**src/hdl/emnc_pkg.sv**
```systemverilog
// ============================================================================
// emnc_pkg
// Shared types and constants for the exact mixed number comparator.
// ============================================================================
package emnc_pkg;

   localparam int NUM_W      = 64;
   localparam int DEN_W      = 63;
   localparam int BITS_W     = 64;
   localparam int KIND_W     = 3;
   localparam int MANT_W     = 53;
   localparam int PROD_W     = 128;
   localparam int EXP_W      = 12;
   localparam int SHIFT_LIM  = 120;
   localparam int FIFO_DEPTH = 4;

   localparam logic [KIND_W-1:0] KIND_RAT         = 3'd0;
   localparam logic [KIND_W-1:0] KIND_DBL         = 3'd1;
   localparam logic [KIND_W-1:0] KIND_POS_INF     = 3'd2;
   localparam logic [KIND_W-1:0] KIND_POS_INT_INF = 3'd3;
   localparam logic [KIND_W-1:0] KIND_NEG_INT_INF = 3'd4;
   localparam logic [KIND_W-1:0] KIND_NEG_INF     = 3'd5;

   typedef logic signed [1:0] order_type;

   localparam order_type ORD_LT = -2'sd1;
   localparam order_type ORD_EQ = 2'sd0;
   localparam order_type ORD_GT = 2'sd1;

   // done: order already known; rat: cross products; dbl: scaled mantissa
   typedef enum logic [1:0] {
      MODE_DONE = 2'd0,
      MODE_RAT  = 2'd1,
      MODE_DBL  = 2'd2
   } mode_type;

   typedef struct packed {
      mode_type                 mode;
      order_type                order;
      logic                     neg;
      logic [NUM_W-1:0]         x1;
      logic [NUM_W-1:0]         y1;
      logic [NUM_W-1:0]         x2;
      logic [NUM_W-1:0]         y2;
      logic signed [EXP_W-1:0]  expo;
   } item_type;

   function automatic order_type neg_order(input order_type c);
      return order_type'(-c);
   endfunction

endpackage

```
**src/hdl/emnc_fifo.sv**
```systemverilog
// ============================================================================
// emnc_fifo
// Short item queue between the classifier and the compare pipeline.
// ============================================================================
module emnc_fifo import emnc_pkg::*; #(
   parameter int DEPTH = FIFO_DEPTH
) (
   input  logic     clock,
   input  logic     reset,
   input  logic     push,
   input  item_type din,
   input  logic     pop,
   output item_type dout,
   output logic     full,
   output logic     empty
);

   localparam int PTR_W = (DEPTH > 1) ? $clog2(DEPTH) : 1;
   localparam int CNT_W = $clog2(DEPTH + 1);

   item_type           mem_ff [DEPTH];
   logic [PTR_W-1:0]   wr_ff, wr_in, rd_ff, rd_in;
   logic [CNT_W-1:0]   cnt_ff, cnt_in;
   logic               do_push, do_pop;

   assign full    = (cnt_ff == CNT_W'(DEPTH));
   assign empty   = (cnt_ff == '0);
   assign do_push = push && !full;
   assign do_pop  = pop && !empty;
   assign dout    = mem_ff[rd_ff];

   always_comb begin
      wr_in  = wr_ff;
      rd_in  = rd_ff;
      cnt_in = cnt_ff;
      if (do_push) begin
         wr_in = (wr_ff == PTR_W'(DEPTH - 1)) ? '0 : wr_ff + 1'b1;
      end
      if (do_pop) begin
         rd_in = (rd_ff == PTR_W'(DEPTH - 1)) ? '0 : rd_ff + 1'b1;
      end
      if (do_push && !do_pop) begin
         cnt_in = cnt_ff + 1'b1;
      end else if (do_pop && !do_push) begin
         cnt_in = cnt_ff - 1'b1;
      end
   end

   always_ff @(posedge clock) begin
      if (reset) begin
         wr_ff  <= '0;
         rd_ff  <= '0;
         cnt_ff <= '0;
      end else begin
         wr_ff  <= wr_in;
         rd_ff  <= rd_in;
         cnt_ff <= cnt_in;
      end
   end

   always_ff @(posedge clock) begin
      if (do_push) begin
         mem_ff[wr_ff] <= din;
      end
   end

endmodule

```
**config.mk**
```make
export PLATFORM = sky130hd
export DESIGN_NAME = emnc_fifo
export DESIGN_NICKNAME = d
export VERILOG_FILES = /design/src/hdl/emnc_pkg.sv /design/src/hdl/emnc_fifo.sv
export SDC_FILE = /design/constraint.sdc
export NUM_CORES = 1
export LEC_CHECK = 0
export ABC_AREA = 1
export ABC_CLOCK_PERIOD_IN_PS = 16900
export BUFFER_PORTS_ARGS = -buffer_cell sky130_fd_sc_hd__buf_4
export CORE_AREA = 2 2 272 274
export CTS_CLUSTER_DIAMETER = 60
export CTS_CLUSTER_SIZE = 30
export DETAILED_ROUTE_END_ITERATION = 6
export DIE_AREA = 0 0 274 276
export PLACE_DENSITY = 0.78
export RECOVER_POWER = 25
export SLEW_MARGIN = 20
export SYNTH_ARGS = -nofsm -noshare
export SYNTH_HDL_FRONTEND = slang
export SYNTH_SLANG_ARGS = --single-unit
```
**constraint.sdc**
```tcl
create_clock -name clock -period 16.9 [get_ports clock]
set_input_delay 2.535 -clock clock [delete_from_list [all_inputs] [get_ports clock]]
set_output_delay 2.535 -clock clock [all_outputs]
set_load 0.005 [all_outputs]
```
; ---- Word-level counts from Yosys, hierarchy flattened
; Memories as Yosys holds them, arrays and structs flattened. A register that Yosys moved wholly into a read port is not among the register bits.
; Index checks and enable logic that the tools add are counted.
[totals]
ram_bits = 1092
latchBits = 0
romBits = 0
word_cells = 29
out_inout_bits = 275
in_bits = 277
reg_bits = 7
n_memories = 1
[memory_table]
columns = name, words, word_bits, rd, rd_clocked_by_memory_dff, write_ports, line
row1 = mem_ff, 4, 273, 1, 1, 1, emnc_fifo.sv:21  ; item_type mem_ff [DEPTH];
[classes]
addsub = 4
n_mul = 0
eq_ne = 3
n_shift = 0
n_bitwise = 0
order_cmp = 0
n_div = 0
n_reduce_logical = 10
mux = 8
[op_table]
columns = operator, count
row1 = 2-bit 2-to-1 mux, 4
row2 = 3-bit 2-to-1 mux, 2
row3 = "2-bit by 1-bit adder with 2-bit output, second input constant", 2
row4 = "2-bit equality test, second input constant", 2
row5 = 1-bit logical AND, 4
row6 = 1-bit zero test, 4
row7 = "3-bit by 1-bit adder with 3-bit output, second input constant", 1
row8 = "3-bit equality test, second input constant", 1
row9 = 3-bit zero test, 1
row10 = "3-bit by 1-bit subtractor with 3-bit output, second input constant", 1
row11 = 1-bit 2-to-1 mux, 2
row12 = 2-bit nonzero test, 1

; ---- Depth between registers and ports, before layout
[depth]
word_depth = 7
ltp_mapped = 13
mapped_depth_nobuf = 13

; ---- Least setup slack after synthesis
; OpenSTA, ideal clock, no wires.
[synth_path]
path_type = input port to flip-flop
start = input push
end = memory mem_ff[0][0] in the netlist's numbering (enable)
stages = 2
path_slack_ps = 2005
arrival_ps = 13981
path_cell_list = nand2_1 nor2_1
[synth_via]
elab_chain_cells = 3
[synth_lines]
columns = element, line
row1 = from (decl), emnc_fifo.sv:10  ; input logic push,
row2 = 1-bit logical AND, emnc_fifo.sv:28  ; assign do_push = push && !full;
row3 = 1-bit 2-to-1 mux, emnc_fifo.sv:62  ; if (do_push) begin
row4 = 1-bit 2-to-1 mux (not written as such), emnc_fifo.sv:63  ; mem_ff[wr_ff] <= din;
row5 = to (decl), emnc_fifo.sv:21
; No other way between the ends.

==> results.yml <==
yosys:
  avgSynthCellArea_um2: 15.1
  synth_cell_types: 23
  synth-seq-cells: 1101
  yosysWarnings: 0
  synth_top_area_share_pct: 79.9
  synthTopCellsByArea: "edfxtp_1, o21ai_0, nor2_1, o22ai_1, buf_6"
  yosysTopAreaCell: "edfxtp_1"
  syn_area_um2: 41000
  syn-num-nets: 2995
  seq_area_frac_synth_pct: 80.4
  netlist_instances: 2711
cts:
  root_buffer: "clkbuf_16"
  cts_buffers: 57
  cts_tree: "built"
  clock_latency_ps: 640
  ctsHoldBuffers: 0
  h-tree-depth: 2
  cts_setup_buffers: 0
  cts_buffer_depth: 3
  cts_resized: 0
  path_clk_slew_ps: 100
  cts_sinks: 1101
setup_path:
  worstSetupPathType: "reg2out"
  crit_required_ps: 14370
  startpoint_type: "flip-flop"
  timing.rr.end: "mem_ff[3][141]$_DFFE_PP_"
  r2r_slack_ps: 12630
  crit_path_max_fanout: 103
  rr_startpoint: "cnt_ff[0]$_SDFFE_PP0P_"
  rr_worst_depth: 6
  end_kind: "output port"
  critical_path_arrival_ps: 4590
floorplan:
  dieArea_um2: 75600
  core.rowCount: 99
  die_width_um: 274
  fp.dieH_um: 276
  core_um2: 72600
  io_pins: 552
  start_util_pct: 56.5
cells_and_area:
  layout-area-overhead-vs-synth_pct: 14.4
  final_common_cell: "edfxtp_1"
  final_cell_mix: "edfxtp_1, nor2_1, o21ai_0, buf_4, o22ai_1"
  drive_gt1_share_pct: 16.1
  finalNetCount: 3452
drt:
  drc_errors: 1
  first_pass_iters: 7
  ant_nets: 0
  drtIter0Drc: 3035
  post_drt_wl_per_cell_um: 22.6
  routed_wl_mm: 94.5
  vias: 24900
  vias_per_cell: 5.95
sta:
  setup_ws_ps: 9770
  fin_crit_sh_pct: 42.2
  fmaxAchievable_mhz: 140
  slew_violations: 0
  rsz0062_at_grt: "false"
  setup_viol: 0
  worst_pin_slew_ps: 1110
  tns_ps: 0
  slew_headroom_pct: 26.2
  skew_ps: 21.5
  hold_viol: 0
  fin_crit_ps: 7130
min_path:
  min_from: "cnt_ff[1]$_SDFFE_PP0P_"
  hold_class: "reg2reg"
  whs_path_depth: 2
  holdPathEnd: "cnt_ff[1]$_SDFFE_PP0P_"
status:
  violations: "design-rule violations"
  status: "finished with violations"
power:
  p_leak_nw: 15.7
  power.density_nw_per_um2: 154
  ir_worst_vdd_uv: 146
grt:
  antenna_found_initial: 20
  grt-ovfl-total: 0
  grt_pass1_vias: 24700
  grt_pass1_wl_mm: 142
  grtUsageTotal_pct: 24.2
  grt_max_degree: 315
placed_design:
  io_buffers: 551
  gp_congestion: 0.868
  dp_hpwl_mm: 56.3
  place_ws_ps: 10630
job:
  max_cap_viol_count: 0
[worst max path at each step]
stage,from,endpoint,slack [ps],cells past startpoint
after floorplan,push,mem_ff[0][0]$_DFFE_PP_,2010,2
after detailed placement,flip-flop,dout[197],10630,6
final,flip-flop,dout[197],9770,6
after global routing,flip-flop,dout[197],9570,6
after CTS,flip-flop,dout[197],9860,6
after global placement,push,mem_ff[3][135]$_DFFE_PP_,10740,5
[state kept, by name (all words and copies together) (netlist names), named ones only]
name / count
mem_ff: 1092
wr_ff: 2
cnt_ff: 3
rd_ff: 2
[where the power goes]
part	total [mW]	internal, mW	switching, mW
clock	1.65	0.751	0.902
sequential	3.42	3.32	0.101
combinational	2.15	0.839	1.31
[synth_stat cells]
cell	count
a21oi_1	2
buf_1	1
buf_2	30
buf_4	5
buf_6	57
buf_8	5
clkbuf_1	83
dfxtp_1	9
edfxtp_1	1092
fa_1	1
ha_1	6
inv_1	16
inv_2	1
inv_8	1
nand2_1	14
nand3_1	1
nand3b_1	2
nand4_1	1
nor2_1	563
o21ai_0	468
o21ai_1	79
o22ai_1	273
xor2_1	1
[layer usage]
metal	GRT usage, %	up-vias	part of all wire (%)	wire (µm)
met1	30.3	12200	36	33900
met2	41.2	1272	51	47800
met5	0	-	0.11	106
met3	5.85	216	9.4	8870
met4	9.04	16	4.0	3770
li1	-	11200	-	-
[area by class of cell]
class                      count  area, µm²
multi-input combinational   1411       6780
clock inverter                45        603
sequential                  1101      33000
inverter                      18       88.8
tap                          959       1200
clock buffer                  60       1480
timing repair buffer         579       3760
fill                        5049      25700
antenna                       12       30.0
[worst max-delay path, stage by stage, from the launching register on]
cell and delay (ps):
dfxtp_4 660, buf_4 770, buf_4 910, buf_4 740, o21ai_0 260, o22ai_1 280, buf_4 150
[per-stage QoR]
step	std cells	cell area, µm²	power [mW]	hold WS, ps	util (%)
after CTS	4172	47500	7.26	548	65.4
after global placement	4066	45400	5.55	503	62.5
after detailed placement	4067	45400	5.63	534	62.6
final	4185	46900	7.22	551	64.6
after global routing	4184	46900	7.54	606	64.6
after floorplan	2711	41000	4.70	483	-
[cells by family (layout without fill, tap and decap cells)]
kind of cell             count (synthesis)  in the layout  share of synthesized area [%]
AND/OR/NAND/NOR                        581            581                           5.34
AO/OA/AOI/OAI                          822            822                           10.9
adder cells (fa/ha/maj)                  7              7                          0.232
other                                    0             12                              0
XOR/XNOR                                 1              1                         0.0214
buffers and inverters                  199            702                           3.16
flip-flops                            1101           1101                           80.4
No activity file was read; power rests on OpenSTA's default activity.
