**src/hdl/emnc_pkg.sv**
```systemverilog
// ============================================================================
// emnc_pkg
// Shared types and constants for the exact mixed number comparator.
// ============================================================================
package emnc_pkg;

   localparam int NUM_W      = 64;
   localparam int DEN_W      = 63;
   localparam int BITS_W     = 64;
   localparam int KIND_W     = 3;
   localparam int MANT_W     = 53;
   localparam int PROD_W     = 128;
   localparam int EXP_W      = 12;
   localparam int SHIFT_LIM  = 120;
   localparam int FIFO_DEPTH = 4;

   localparam logic [KIND_W-1:0] KIND_RAT         = 3'd0;
   localparam logic [KIND_W-1:0] KIND_DBL         = 3'd1;
   localparam logic [KIND_W-1:0] KIND_POS_INF     = 3'd2;
   localparam logic [KIND_W-1:0] KIND_POS_INT_INF = 3'd3;
   localparam logic [KIND_W-1:0] KIND_NEG_INT_INF = 3'd4;
   localparam logic [KIND_W-1:0] KIND_NEG_INF     = 3'd5;

   typedef logic signed [1:0] order_type;

   localparam order_type ORD_LT = -2'sd1;
   localparam order_type ORD_EQ = 2'sd0;
   localparam order_type ORD_GT = 2'sd1;

   // done: order already known; rat: cross products; dbl: scaled mantissa
   typedef enum logic [1:0] {
      MODE_DONE = 2'd0,
      MODE_RAT  = 2'd1,
      MODE_DBL  = 2'd2
   } mode_type;

   typedef struct packed {
      mode_type                 mode;
      order_type                order;
      logic                     neg;
      logic [NUM_W-1:0]         x1;
      logic [NUM_W-1:0]         y1;
      logic [NUM_W-1:0]         x2;
      logic [NUM_W-1:0]         y2;
      logic signed [EXP_W-1:0]  expo;
   } item_type;

   function automatic order_type neg_order(input order_type c);
      return order_type'(-c);
   endfunction

endpackage

```
**src/hdl/emnc_front.sv**
```systemverilog
// ============================================================================
// emnc_front
// Classifies an operand pair: settles infinities, double pairs and sign
// cases at once, and sets up the multiply operands for the rest.
// ============================================================================
module emnc_front import emnc_pkg::*; (
   input  logic [KIND_W-1:0]        a_kind,
   input  logic signed [NUM_W-1:0]  a_num,
   input  logic [DEN_W-1:0]         a_den,
   input  logic [BITS_W-1:0]        a_bits,
   input  logic [KIND_W-1:0]        b_kind,
   input  logic signed [NUM_W-1:0]  b_num,
   input  logic [DEN_W-1:0]         b_den,
   input  logic [BITS_W-1:0]        b_bits,
   output item_type                 item
);

   localparam logic [BITS_W-2:0] INF_MAG = 63'h7FF0000000000000;

   function automatic logic signed [2:0] rank(input logic [KIND_W-1:0] k);
      logic signed [2:0] r;
      case (k)
         KIND_POS_INF:     r = 3'sd2;
         KIND_POS_INT_INF: r = 3'sd1;
         KIND_NEG_INT_INF: r = -3'sd1;
         KIND_NEG_INF:     r = -3'sd2;
         default:          r = 3'sd0;
      endcase
      return r;
   endfunction

   function automatic order_type sgn3(input logic signed [2:0] x,
                                      input logic signed [2:0] y);
      return (x > y) ? ORD_GT : ((x < y) ? ORD_LT : ORD_EQ);
   endfunction

   function automatic logic signed [2:0] num_sign(input logic signed [NUM_W-1:0] p);
      return (p == '0) ? 3'sd0 : (p[NUM_W-1] ? -3'sd1 : 3'sd1);
   endfunction

   function automatic logic [NUM_W-1:0] num_mag(input logic signed [NUM_W-1:0] p);
      return p[NUM_W-1] ? (~p + 64'd1) : p;
   endfunction

   // order-preserving key; both zeros map to the same key
   function automatic logic [BITS_W-1:0] dbl_key(input logic [BITS_W-1:0] b);
      logic [BITS_W-1:0] k;
      if (b[BITS_W-2:0] == '0) begin
         k = {1'b1, {(BITS_W-1){1'b0}}};
      end else if (b[BITS_W-1]) begin
         k = ~b;
      end else begin
         k = {1'b1, b[BITS_W-2:0]};
      end
      return k;
   endfunction

   logic signed [2:0]        ra, rb, sv, sp, s1, s2;
   logic                     a_dbl, b_dbl, swap, nan_a, nan_b;
   logic [BITS_W-1:0]        dbits, key_a, key_b;
   logic signed [NUM_W-1:0]  rp;
   logic [DEN_W-1:0]         rq;
   logic [10:0]              ex, ex_eff;
   logic [MANT_W-1:0]        mant;
   order_type                c;

   assign ra    = rank(a_kind);
   assign rb    = rank(b_kind);
   assign a_dbl = (a_kind == KIND_DBL);
   assign b_dbl = (b_kind == KIND_DBL);
   assign swap  = !a_dbl;
   assign dbits = a_dbl ? a_bits : b_bits;
   assign rp    = a_dbl ? b_num : a_num;
   assign rq    = a_dbl ? b_den : a_den;
   assign sv    = (dbits[BITS_W-2:0] == '0 || dbits[BITS_W-2:0] > INF_MAG) ? 3'sd0 :
                  (dbits[BITS_W-1] ? -3'sd1 : 3'sd1);
   assign sp    = num_sign(rp);
   assign c     = sgn3(sv, sp);
   assign ex    = dbits[62:52];
   assign ex_eff = (ex != '0) ? ex : 11'd1;
   assign mant  = {ex != '0, dbits[51:0]};
   assign nan_a = a_bits[BITS_W-2:0] > INF_MAG;
   assign nan_b = b_bits[BITS_W-2:0] > INF_MAG;
   assign key_a = dbl_key(a_bits);
   assign key_b = dbl_key(b_bits);
   assign s1    = (b_den != '0) ? num_sign(a_num) : 3'sd0;
   assign s2    = (a_den != '0) ? num_sign(b_num) : 3'sd0;

   always_comb begin
      item       = '0;
      item.mode  = MODE_DONE;
      item.order = ORD_EQ;
      if (ra != 3'sd0 || rb != 3'sd0) begin
         item.order = sgn3(ra, rb);
      end else if (a_dbl && b_dbl) begin
         if (!nan_a && !nan_b) begin
            item.order = (key_a > key_b) ? ORD_GT : ((key_a < key_b) ? ORD_LT : ORD_EQ);
         end
      end else if (a_dbl || b_dbl) begin
         if (c != ORD_EQ || rp == '0) begin
            item.order = swap ? neg_order(c) : c;
         end else if (ex == 11'h7FF) begin
            item.order = swap ? neg_order(order_type'(sv)) : order_type'(sv);
         end else begin
            item.mode = MODE_DBL;
            item.neg  = (sp < 0) ^ swap;
            item.x1   = {{(NUM_W-MANT_W){1'b0}}, mant};
            item.y1   = {1'b0, rq};
            item.x2   = num_mag(rp);
            item.y2   = 64'd1;
            item.expo = $signed({1'b0, ex_eff}) - 12'sd1075;
         end
      end else begin
         if (s1 != s2 || s1 == 3'sd0) begin
            item.order = sgn3(s1, s2);
         end else begin
            item.mode = MODE_RAT;
            item.neg  = (s1 < 0);
            item.x1   = num_mag(a_num);
            item.y1   = {1'b0, b_den};
            item.x2   = num_mag(b_num);
            item.y2   = {1'b0, a_den};
         end
      end
   end

endmodule

```
**config.mk**
```make
export PLATFORM = sky130hd
export DESIGN_NAME = emnc_front
export DESIGN_NICKNAME = d
export VERILOG_FILES = /design/src/hdl/emnc_pkg.sv /design/src/hdl/emnc_front.sv
export SDC_FILE = /design/constraint.sdc
export NUM_CORES = 1
export LEC_CHECK = 0
export BUFFER_PORTS_ARGS = -buffer_cell sky130_fd_sc_hd__buf_2
export CORE_AREA = 2 2 259 261
export DETAILED_ROUTE_END_ITERATION = 8
export DIE_AREA = 0 0 261 263
export SYNTH_ARGS = -nofsm -noshare
export SYNTH_HDL_FRONTEND = slang
export SYNTH_SLANG_ARGS = --single-unit
export TNS_END_PERCENT = 30
```
**constraint.sdc**
```tcl
create_clock -name vclk -period 23
set_clock_uncertainty 0.1 [all_clocks]
set_input_delay 4.6 -clock vclk [all_inputs]
set_output_delay 4.6 -clock vclk [all_outputs]
set_load 0.1 [all_outputs]
```
# == Yosys cells after proc, flatten, opt, wreduce, memory -nomap -nowiden ==
# Cells that the tools add are included.
# totals
mem_bits_rw,0
in_bits,388
ff_bits,0
mem_bits_ro,0
elab_cells,111
n_memories,0
latch_bits,0
# op_classes
addsub,6
eq_ne,12
n_reduce_logical,23
n_shift,0
magnitude_cmp,13
div,0
n_bitwise,6
muxes,51
mul,0
# op_table
op,n
269-bit 2-to-1 mux,4
64-bit 2-to-1 mux,9
64-bit NOT,5
261-bit 2-to-1 mux,1
257-bit 2-to-1 mux,1
"64-bit by 1-bit adder with 64-bit output, second input constant",3
64-bit logical NOT,3
"63-bit greater-than comparator, second input constant",3
63-bit logical NOT,3
63-bit nonzero test,2
64-bit greater-than comparator,1
64-bit less-than comparator,1
63-bit 2-to-1 mux,1
2-bit 2-to-1 mux,20
3-bit 2-to-1 mux,10
3-bit one-hot mux with 4 select lines,2
"3-bit by 2-bit == test with 1-bit output, second input constant",4
"3-bit == test, second input constant",4
12-bit 2-to-1 mux,1
"11-bit by 11-bit subtractor with 12-bit output, second input constant",1
"11-bit == test, second input constant",1
11-bit 2-to-1 mux,1
11-bit nonzero test,1
3-bit greater-than comparator,3
13 further kinds,26

# == Longest topological paths before layout ==
# Gate-level depths: netlist of run 1.
# logic_depth
word_depth,14
ltp_mapped,25

# == Worst setup path after synthesis of run 1 ==
# No wires, ideal clock.
# synth_path
kind,input to output
start,input port a_kind[2]
end,output port item[3] (netlist bit)
setup_slack_ps,6754
path_buffers,10
arrival_time_ps,11546
path_stages,24
required_ps,18300
path_cell_list,buf_2 > or3b_1 > buf_2 > buf_2 > buf_2 > buf_1 > clkbuf_1 > buf_2 > nor2_1 > a21oi_1 > ha_1 > clkbuf_1 > nand2_1 > o32ai_2 > and4_1 > buf_2 > nand2_1 > ha_1 > nand2_1 > or3_1 > a211oi_1 > o211ai_4 > buf_2 > a211oi_1
# synth_lines
element,line_no,source
from (decl),emnc_front.sv:7,"input logic [KIND_W-1:0] a_kind,"
to (decl),emnc_front.sv:15,output item_type item

==> run summary, run 1 <==
The routed design could run at a clock period as short as 15.62 ns. The commonest cells after synthesis are sky130_fd_sc_hd__nand2_1 (216), sky130_fd_sc_hd__nor2_1 (205), sky130_fd_sc_hd__xor2_1 (191). Of all nets on the critical path, the largest fanout is 63.

The number of I/O port buffers is between 600 and 700. The number of buffers inserted by hold repair at cts came out at 0. The most common cell type on the critical path is sky130_fd_sc_hd__buf_4.

The flow ran to the end, and the final reports show no timing, DRC or antenna violations. Summed over all instances, the cell type with the most area after synthesis is sky130_fd_sc_hd__xor2_1. Setup violations remaining at the end of the flow were counted as 0. The width of the chip came out at 261 um. The via count of the first global-routing pass is 17300. The first global-routing pass estimated around 130 mm of wire. Of the synthesized area, sequential elements account for 0%. The number of warnings reported in the yosys synthesis log is 0. The power density relative to cell area is approximately 33 mW/mm2. Across the whole layout, storage elements account for 0 um2. The category of the worst setup path capture point is an output port. On the critical path, the stage with the largest delay is an instance of sky130_fd_sc_hd__buf_4.

Entering global routing, the biggest net connects 121 pins. The number of antenna violations at the first check in global routing is 16. The synthesized netlist contains 78 unique library cells. At the pin with the least slew margin, the transition time is about 1.2 ns. The worst setup path is of the in2out kind. The total power consumption of the routed design is about 0.56 mW. The final hold violation count came out at 0. At the end of routability-driven placement, the weighted congestion stood at 0.980.

Counting the clock-network buffers in the layout gives 0. The relative slew slack is 19.2%. sky130_fd_sc_hd__nand2_1 is the most common cell in the netlist. The maximum clock frequency came out at approximately 64 MHz. The floorplan has 94 rows. The post-synthesis instance total came out at a little over 2000. The total overflow reported by the global router came out at 0. The number of iterations in the first detailed-routing pass came out at 5. After detailed routing, the number of remaining DRC violations is 0. The detailed placement HPWL came out at 75.5 mm.

The number of DRC violations after detailed-routing iteration 0 came out at 2108. The total via count in the routed design is 18700. The number of pins exceeding their max-slew limit in the final report is 0. Across the run, the number of max-cap violations was 0. The final sequential cell count is 0. After detailed routing, the total wire length is slightly above 90 mm. A synthesized cell averages 6.61 um2. Setup repair after global routing left no endpoint under its margin. The core region area came out at 0.0656 mm2. Sorting the synthesized cells by area gives the leading types as sky130_fd_sc_hd__xor2_1 (12%), sky130_fd_sc_hd__mux2i_1 (8.9%), sky130_fd_sc_hd__xnor2_1 (8.4%). The number of nets in the finished design came out at 2995. The post-cts sizing count is 0. The buffers inserted during post-CTS setup optimization came out at 0.

The die area is 0.0686 mm2. The detail-routed net length per standard cell came out at 26.6 um. The floorplan step set the die height to 263 um. The area added between synthesis and finish is 28.5%. The worst hold path class is in2out. The share of cells above drive strength 1 came out at 28.9%. Data on the critical path is required at its endpoint by 18.30 ns. The final total negative setup slack came out at 0 ns. The worst-case IR drop observed on VDD is 0.0000197 V. The ratio of final minimum period to clock period came out at between 60% and 70%.

Summed over all cells, the static leakage comes to 7.98 nW. Across every metal layer, demand over resource in global routing totals about a quarter. The share of synthesized area in the top cell type comes to around an eighth. Traced cell by cell, the critical path runs through buf_2 -> or3b_4 -> buf_4 -> nor2_1 -> a21oi_1 -> ha_1 -> nand2_1 -> o32ai_2 -> buf_4 -> and4_1 -> nand2_1 -> ha_1 -> nand2_1 -> or3_1 -> a211oi_1 -> o211ai_4 -> buf_4 -> o21ai_4 -> buf_4 -> a22o_1 -> buf_2. The final antenna-violating net count is 0. The effective utilization at floorplan is between 20% and 30%. The boundary pin count came out at between 600 and 700. The post-synthesis instance area is 0.0134 mm2.

STA classifies the critical path startpoint as a primary input. In the routed layout, each cell is associated on average with a via count of 5.49. The arrival time reported for the critical path endpoint is 10.92 ns. On the worst path, the slowest cell contributes a delay of 0.61 ns.

The count of filler cells inserted in the layout came out at 7508.
==> area by class of cell <==
cell class                 count  area, um2  share of cell area [%]
antenna                        6       15.0                  0.0872
tap                          864       1080                    6.28
inverter                      17       63.8                   0.371
timing repair buffer         682       3490                    20.3
multi-input combinational   1831      12600                    73.0
==> path summary, 6_finish.rpt <==
path / to / startpoint / cells after the start / slack (ns)
setup / recovery: item[183] / a_kind[0] / 21 / 7.38
hold / removal: item[12] / a_den[0] / 4 / 9.62
==> layout by cell type (no fill, tap or decap), types with 44 or more instances in the layout <==
cell type	netlist	layout
sky130_fd_sc_hd__buf_2	61	657
sky130_fd_sc_hd__nand2_1	216	216
sky130_fd_sc_hd__nor2_1	205	205
sky130_fd_sc_hd__xor2_1	191	191
sky130_fd_sc_hd__xnor2_1	128	128
sky130_fd_sc_hd__mux2i_1	119	119
sky130_fd_sc_hd__nor4_1	108	108
sky130_fd_sc_hd__o22ai_1	87	87
sky130_fd_sc_hd__ha_1	75	75
sky130_fd_sc_hd__o21ai_0	74	74
sky130_fd_sc_hd__and2_1	69	69
sky130_fd_sc_hd__a22o_1	66	66
sky130_fd_sc_hd__a21oi_1	52	52
sky130_fd_sc_hd__nand4_1	51	51
sky130_fd_sc_hd__nor3_1	44	44
==> critical path: cells and delay by family <==
family	cells	cell delay, ns
buffers and inverters	6	2.31
AND/OR/NAND/NOR	7	1.74
AO/OA/AOI/OAI	6	1.42
adder cells (fa/ha/maj)	2	0.67
==> per-layer routing <==
| layer | vias up | GRT usage [%] | wire, um |
|---|---|---|---|
| met2 | 1155 | 36.2 | 37900 |
| li1 | 8481 | - | - |
| met4 | 4 | 4.38 | 1850 |
| met1 | 8924 | 36.9 | 42300 |
| met3 | 101 | 4.75 | 8490 |
| met5 | - | 0.356 | 27 |
==> cell families after synthesis <==
group	synth area share, %
AND/OR/NAND/NOR	32.9
AO/OA/AOI/OAI	23.8
XOR/XNOR	20.9
buffers and inverters	6.37
multiplexers	9.06
adder cells (fa/ha/maj)	7.01
other	0.0280
==> power by group <==
part / leakage, nW / internal, mW / switching [mW]
clock: 0.0000380 / 0.0000000350 / 0
combinational: 7.97 / 0.141 / 0.422
sequential: 0 / 0 / 0
==> through the flow <==
| stage | hold slack, ns | util (%) | cell area [um2] | std cells | setup slack, ns |
|---|---|---|---|---|---|
| finish | 9.62 | 26.2 | 17200 | 3400 | 7.38 |
| global route | 9.63 | 26.2 | 17200 | 3399 | 6.81 |
| CTS | 9.63 | 26.2 | 17200 | 3394 | 7.39 |
| detailed placement | 9.63 | 26.2 | 17200 | 3394 | 7.40 |
| global placement | 9.62 | 26.2 | 17200 | 3394 | 7.51 |
| floorplan | 9.54 | - | 13400 | 2026 | 6.75 |
Power figures use the tool's default switching activity.
==> run 2, diff against run 1 <==
--- a/config.mk
+++ b/config.mk
@@ -6,9 +6,9 @@
 export NUM_CORES = 1
 export LEC_CHECK = 0
 export BUFFER_PORTS_ARGS = -buffer_cell sky130_fd_sc_hd__buf_2
-export CORE_AREA = 2 2 259 261
+export CORE_AREA = 2 2 257 259
 export DETAILED_ROUTE_END_ITERATION = 8
-export DIE_AREA = 0 0 261 263
+export DIE_AREA = 0 0 259 261
 export SYNTH_ARGS = -nofsm -noshare
 export SYNTH_HDL_FRONTEND = slang
 export SYNTH_SLANG_ARGS = --single-unit
==> constraint.sdc (replaced) <==
create_clock -name vclk -period 12.9
set_clock_uncertainty 0.1 [all_clocks]
set_input_delay 2.58 -clock vclk [all_inputs]
set_output_delay 2.58 -clock vclk [all_outputs]
set_load 0.1 [all_outputs]
==> run 2 against run 1 <==
Net effect: routed wire length fell by 2.2%; power grew 78%; setup slack worse by 5.9 ns; non-clock buffer count increased by 9; hold slack got worse by 4.0 ns; combinational power grew 78%; sequential cell count stayed put; critical path depth decreased by 4; final cell count rose by 0.32%; via count up 0.73%; highest routed layer unchanged.
==> run summary, run 2 (synthesis gave the netlist of run 1 again) <==
The count of placed standard cells in the final layout, fillers left out was 3411 (was 3400). The power spent charging and discharging nets is 0.747 mW (was 0.422 mW). The detailed placement HPWL came out at 72.8 mm (was 75.5 mm). The switching share of power came out at 74.6% (was 74.9%). Counting I/O delays and the setup requirement, the final critical path takes 11.43 ns. The number of iterations in the first detailed-routing pass came out at 5 (unchanged). The category of the worst setup path capture point is an output port (unchanged). The wire length of the first global-routing pass came out at 122 mm (was 126 mm). The maximum clock frequency came out at 87.5 MHz. The sequential share of power came to 0% (about the same). The worst path required time came to 10.22 ns (was 18.30 ns). The worst hold endpoint is item[12] (unchanged). The category of the critical setup timing path is in2out (unchanged). The total power consumption of the routed design was 1.00 mW (was 0.563 mW).

The total global routing track utilization is 24.1% (was 24.6%). The clock group share of total power came out at 0% (about the same). The detailed-route wire length is 88.6 mm (was 90.6 mm). The sequential standard cell area came out at 0 um2 (unchanged). The width of the chip came out at 259 um (was 261 um). Setup repair after global routing missed its margin: false (unchanged). The final antenna-violating net count came out at 0 (unchanged). The core region area came out at 0.0650 mm2 (was 0.0656 mm2).

The minimum setup slack after placement came to 1.19 ns (was 7.40 ns). The power density relative to cell area was 57.9 mW/mm2 (was 32.7 mW/mm2). The effective utilization at floorplan is 20.6% (was 20.4%). The global placement routability congestion came out at 0.949 (was 0.980). The worst hold path class is in2out (unchanged). The die height came out at 261 um (was 263 um). The slew of the pin with the lowest slew margin came out at 1.03 ns (was 1.20 ns). The buffers inserted during post-CTS setup optimization came to 0 (unchanged). The largest voltage drop on the vdd net is 0.0000318 V (was 0.0000197 V).

The number of DRC violations after detailed-routing iteration 0 is 2050 (was 2108). The maximum number of pins on one net before global-route repair was 103 (was 121). The number of antenna violations at the first check in global routing is 14 (was 16). The critical-path maximum fanout is 72 (was 63).

The die area came out at 0.0676 mm2 (was 0.0686 mm2). The final routed DRC violation total is 0 (unchanged). The combinational cell fraction of total power came out at 100.0% (about the same). The count of filler cells inserted in the layout came out at 7370 (was 7508). The post-cts sizing count is 0 (unchanged). The final core area utilization came out at 26.6% (was 26.2%).

Outcome: finished clean (unchanged). The number of pins exceeding their max-slew limit in the final report is 0 (unchanged). The via count of the first global-routing pass came to 17100 (was 17300). The vias per cell is 5.51 (was 5.49). The critical path launch point type is a primary input (unchanged). The ratio of final minimum period to clock period came out at roughly nine tenths.

The boundary pin count came to 661 (unchanged). The share of cells above drive strength 1 came out at 29.1% (was 28.9%). Most frequent cells in the layout: sky130_fd_sc_hd__buf_2 (657), sky130_fd_sc_hd__nand2_1 (216), sky130_fd_sc_hd__nor2_1 (205) (unchanged). The launch point of the worst hold path was a_den[0] (unchanged). The number of nets in the finished design was 3004 (was 2995). The leakage power total is 8.02 nW (was 7.98 nW). The final hold violation count came out at 0 (unchanged). The internal power consumption came out at 0.254 mW (was 0.141 mW). The number of rows in the core area came out at 94 (unchanged). The final sequential cell count is 0 (unchanged).

The total via count in the routed design came out at 18800 (was 18700). The final worst slack was 1.47 ns (was 7.38 ns). The number of max-capacitance violations reported is 0 (unchanged). The number of I/O port buffers came out at 659 (unchanged). The area added between synthesis and finish came out at 29.1% (was 28.5%). The final count of negative-setup-slack endpoints is 0 (unchanged). The arrival time reported for the critical path endpoint came out at 8.75 ns (was 10.92 ns).

The hold-critical path depth came to 4 (unchanged). The cell count after placement came to 3402 (was 3394). The clock buffer count is 0 (unchanged).

The detail-routed net length per standard cell came out at 26.0 um (was 26.6 um). The final total negative setup slack came out at 0 ns (unchanged). The total overflow reported by the global router is 0 (unchanged). The commonest non-fill, non-tap cell in the layout is sky130_fd_sc_hd__buf_2 (unchanged). The number of buffers inserted by hold repair at cts came out at 0 (unchanged).

The relative slew slack is 31.6% (was 19.2%).
[run 2: cell count changes in the layout (fill, tap and decap cells not counted)]
cell / change
sky130_fd_sc_hd__diode_2: +2
sky130_fd_sc_hd__buf_4: +8
sky130_fd_sc_hd__buf_12: +1
[run 2: power by group through the flow]
| stage | clock, mW | sequential [mW] | combinational [mW] |
|---|---|---|---|
| after global placement | 0 | 0 | 0.989 |
| final | 0.0000000548 | 0 | 1.00 |
| after detailed placement | 0 | 0 | 0.987 |
| after floorplan | 0 | 0 | 0.696 |
| after CTS | 0 | 0 | 0.992 |
| after global routing | 0.0000000312 | 0 | 1.06 |
[run 2: through the flow]
stage,hold slack [ns],area (um2)
after floorplan,5.50,13400
after global placement,5.58,17300
after detailed placement,5.58,17300
after CTS,5.58,17300
after global routing,5.60,17300
final,5.58,17300
[run 2: per-layer routing]
layer	GRT usage, %	wire length, um
met5	1.81	227
met4	4.85	2080
met3	6.82	9720
met2	34.6	36200
met1	35.2	40400
[run 2: how the worst max path moves through the flow]
stage / from / to / slack [ns]
after CTS: b_bits[6] / item[120] / 1.18
after global placement: a_kind[1] / item[120] / 1.29
after floorplan: a_kind[2] / item[3] / 0.69
after detailed placement: b_bits[6] / item[120] / 1.19
final: a_kind[1] / item[184] / 1.47
after global routing: a_kind[1] / item[194] / 1.11
[run 2: final cells by class]
type / instances / area, um2 / share of cell area, %
repair buffers: 691 / 3570 / 20.6
inverters: 17 / 63.8 / 0.369
well taps: 864 / 1080 / 6.25
multi-input cells: 1831 / 12600 / 72.6
diodes: 8 / 20.0 / 0.116
[run 2: critical path, cell delays in order]
cell	delay, ns
sky130_fd_sc_hd__buf_2	0.16
sky130_fd_sc_hd__or3b_4	0.58
sky130_fd_sc_hd__buf_4	0.30
sky130_fd_sc_hd__nor4b_1	0.40
sky130_fd_sc_hd__o22ai_1	0.24
sky130_fd_sc_hd__nor3b_1	0.75
sky130_fd_sc_hd__nand2_1	0.13
sky130_fd_sc_hd__ha_1	0.21
sky130_fd_sc_hd__nor2b_1	0.14
sky130_fd_sc_hd__or3_1	0.39
sky130_fd_sc_hd__a211oi_1	0.46
sky130_fd_sc_hd__o211ai_4	0.12
sky130_fd_sc_hd__buf_4	0.40
sky130_fd_sc_hd__nor2_4	0.71
sky130_fd_sc_hd__buf_4	0.44
sky130_fd_sc_hd__a22o_1	0.21
sky130_fd_sc_hd__buf_2	0.43
==> run 3, diff against run 2 <==
--- a/config.mk
+++ b/config.mk
@@ -6,9 +6,11 @@
 export NUM_CORES = 1
 export LEC_CHECK = 0
 export BUFFER_PORTS_ARGS = -buffer_cell sky130_fd_sc_hd__buf_2
+export CAP_MARGIN = 10
 export CORE_AREA = 2 2 257 259
 export DETAILED_ROUTE_END_ITERATION = 8
 export DIE_AREA = 0 0 259 261
+export PLACE_DENSITY = 0.43
 export SYNTH_ARGS = -nofsm -noshare
 export SYNTH_HDL_FRONTEND = slang
 export SYNTH_SLANG_ARGS = --single-unit
==> run 3 against run 2 <==
Net effect: core utilization fell by 0.089 points; non-clock buffer count fell by 3; global-route usage rose by 0.88 points; sequential cell count did not move; combinational power barely moved; power rose by 0.73%; hold slack got worse by 0.0086 ns; cell area fell by 0.33%; via count rose by 0.23%; critical path type unchanged; critical endpoint is now item[177]; largest cell class unchanged.
==> run summary, run 3 (synthesis gave the netlist of run 1 again) <==
The number of max-capacitance violations reported is 0 (unchanged). The wire length of the first global-routing pass came out at 127 mm (was 122 mm). The via count of the first global-routing pass was 17800 (was 17100). The final count of negative-setup-slack endpoints came to 0 (unchanged). The die height is 261 um (unchanged).

The number of iterations in the first detailed-routing pass came out at 6 (was 5). The number of antenna violations at the first check in global routing came out at 8 (was 14). The relative slew slack came out at 23.3% (was 31.6%). The boundary pin count came to 661 (unchanged).

Outcome: finished clean (unchanged). The count of filler cells inserted in the layout came out at 7420 (was 7370). The share of cells above drive strength 1 came out at 29.1% (about the same).

The final antenna-violating net count came out at 0 (unchanged). The buffers inserted during post-CTS setup optimization is 0 (unchanged). The switching share of power is 74.9% (was 74.6%). The effective utilization at floorplan was 20.6% (unchanged).

The core region area is 0.0650 mm2 (unchanged). The maximum clock frequency came out at 85.7 MHz (was 87.5 MHz). The critical path launch point type is a primary input (unchanged). The detailed-route wire length was 92.1 mm (was 88.6 mm). Most frequent cells in the layout: sky130_fd_sc_hd__buf_2 (657), sky130_fd_sc_hd__nand2_1 (216), sky130_fd_sc_hd__nor2_1 (205) (unchanged). The number of pins exceeding their max-slew limit in the final report is 0 (unchanged). The sequential share of power is 0% (about the same). The worst path required time came to 10.22 ns (about the same). The slew of the pin with the lowest slew margin is 1.15 ns (was 1.03 ns). The die area came out at 0.0676 mm2 (unchanged). The final routed DRC violation total is 0 (unchanged). The final total negative setup slack came out at 0 ns (unchanged). The category of the worst setup path capture point is an output port (unchanged). The total via count in the routed design came out at 18800 (about the same).

The ratio of final minimum period to clock period came to 90.4% (was 88.6%). Setup repair after global routing missed its margin: false (unchanged). The internal power consumption came out at 0.253 mW (was 0.254 mW). The combinational cell fraction of total power is 100.0% (about the same). The global placement routability congestion is 1.01 (was 0.949). The width of the chip is 259 um (unchanged). The maximum number of pins on one net before global-route repair is 69 (was 103).

The last element of the critical path was item[177] (was item[184]). The number of DRC violations after detailed-routing iteration 0 came out at 2008 (was 2050). The post-cts sizing count is 0 (unchanged). The worst setup path startpoint is a_kind[1] (unchanged).

The largest voltage drop on the vdd net came out at 0.0000369 V (was 0.0000318 V). The area of placed instances was 0.0172 mm2 (was 0.0173 mm2). The power density relative to cell area is 58.5 mW/mm2 (was 57.9 mW/mm2). The total global routing track utilization came out at 25.0% (was 24.1%). The detailed placement HPWL came out at 75.7 mm (was 72.8 mm). The sequential standard cell area is 0 um2 (unchanged). The area added between synthesis and finish is 28.7% (was 29.1%). The vias per cell is 5.54 (was 5.51). The clock period minus worst slack came to 11.66 ns (was 11.43 ns). The clock group share of total power came out at 0% (about the same). The final sequential cell count is 0 (unchanged).

The commonest non-fill, non-tap cell in the layout was sky130_fd_sc_hd__buf_2 (unchanged). The clock buffer count is 0 (unchanged). The detail-routed net length per standard cell came out at 27.1 um (was 26.0 um). The arrival time reported for the critical path endpoint came out at 8.98 ns (was 8.75 ns). The number of nets in the finished design came out at 3001 (was 3004). The number of I/O port buffers is 659 (unchanged). The critical-path maximum fanout is 44 (was 72). The number of rows in the core area is 94 (unchanged). The category of the critical setup timing path is in2out (unchanged).

The worst hold path class is in2out (unchanged). The post-route cell area is 0.0172 mm2 (was 0.0173 mm2). The leakage power total was 8.00 nW (was 8.02 nW). The total overflow reported by the global router came out at 0 (unchanged). The number of buffers inserted by hold repair at cts is 0 (unchanged). The power spent charging and discharging nets came out at 0.756 mW (was 0.747 mW). The final hold violation count was 0 (unchanged).
## run 3: area by class of cell
type                            instances  area (um2)  share of cell area [%]
Multi-Input combinational cell       1831       12600                    72.9
Antenna cell                            4        10.0                  0.0581
Inverter                               17        63.8                   0.370
Tap cell                              864        1080                    6.27
Timing Repair Buffer                  688        3520                    20.4
## run 3: worst min path at each step
stage	start	endpoint	slack, ns	depth (start not counted)
finish	a_den[0]	item[12]	5.57	4
global route	a_den[0]	item[12]	5.60	4
CTS	a_den[0]	item[12]	5.56	4
detailed placement	a_den[0]	item[12]	5.56	4
global placement	a_den[0]	item[12]	5.56	4
floorplan	a_num[60]	item[264]	5.50	2
## run 3: per-layer routing
metal	vias up	global-route usage [%]	wire length, um
li1	8495	-	-
met1	9120	37.8	43100
met2	1089	36.3	38300
met3	135	4.97	8750
met4	6	4.16	1880
met5	-	0.903	114
## run 3: worst max-delay path, cell delays in order
cell,delay [ns]
sky130_fd_sc_hd__buf_2,0.16
sky130_fd_sc_hd__or3b_4,0.60
sky130_fd_sc_hd__a21oi_1,0.28
sky130_fd_sc_hd__ha_1,0.41
sky130_fd_sc_hd__nand2_1,0.11
sky130_fd_sc_hd__o32ai_2,0.37
sky130_fd_sc_hd__and4_1,0.52
sky130_fd_sc_hd__nand2_1,0.10
sky130_fd_sc_hd__ha_1,0.31
sky130_fd_sc_hd__nand2_1,0.08
sky130_fd_sc_hd__or3_1,0.36
sky130_fd_sc_hd__a211oi_1,0.51
sky130_fd_sc_hd__o211ai_4,0.51
sky130_fd_sc_hd__o21ai_4,1.05
sky130_fd_sc_hd__buf_4,0.39
sky130_fd_sc_hd__a22o_1,0.18
sky130_fd_sc_hd__buf_2,0.43
## run 3: through the flow
step / instances / util, % / hold slack (ns) / power (mW) / setup WS (ns)
after CTS: 3400 / 26.5 / 5.56 / 1.00 / 1.31
after detailed placement: 3400 / 26.5 / 5.56 / 0.996 / 1.34
final: 3404 / 26.5 / 5.57 / 1.01 / 1.24
after global placement: 3400 / 26.5 / 5.56 / 0.996 / 1.60
after floorplan: 2026 / - / 5.50 / 0.696 / 0.694
after global routing: 3403 / 26.5 / 5.60 / 1.06 / 0.835
## run 3: power groups by stage
| stage | Sequential (mW) | Combinational (mW) | Clock [mW] |
|---|---|---|---|
| finish | 0 | 1.01 | 0.0000000351 |
| global route | 0 | 1.06 | 0.0000000311 |
| CTS | 0 | 1.00 | 0 |
| detailed placement | 0 | 0.996 | 0 |
| global placement | 0 | 0.996 | 0 |
| floorplan | 0 | 0.696 | 0 |
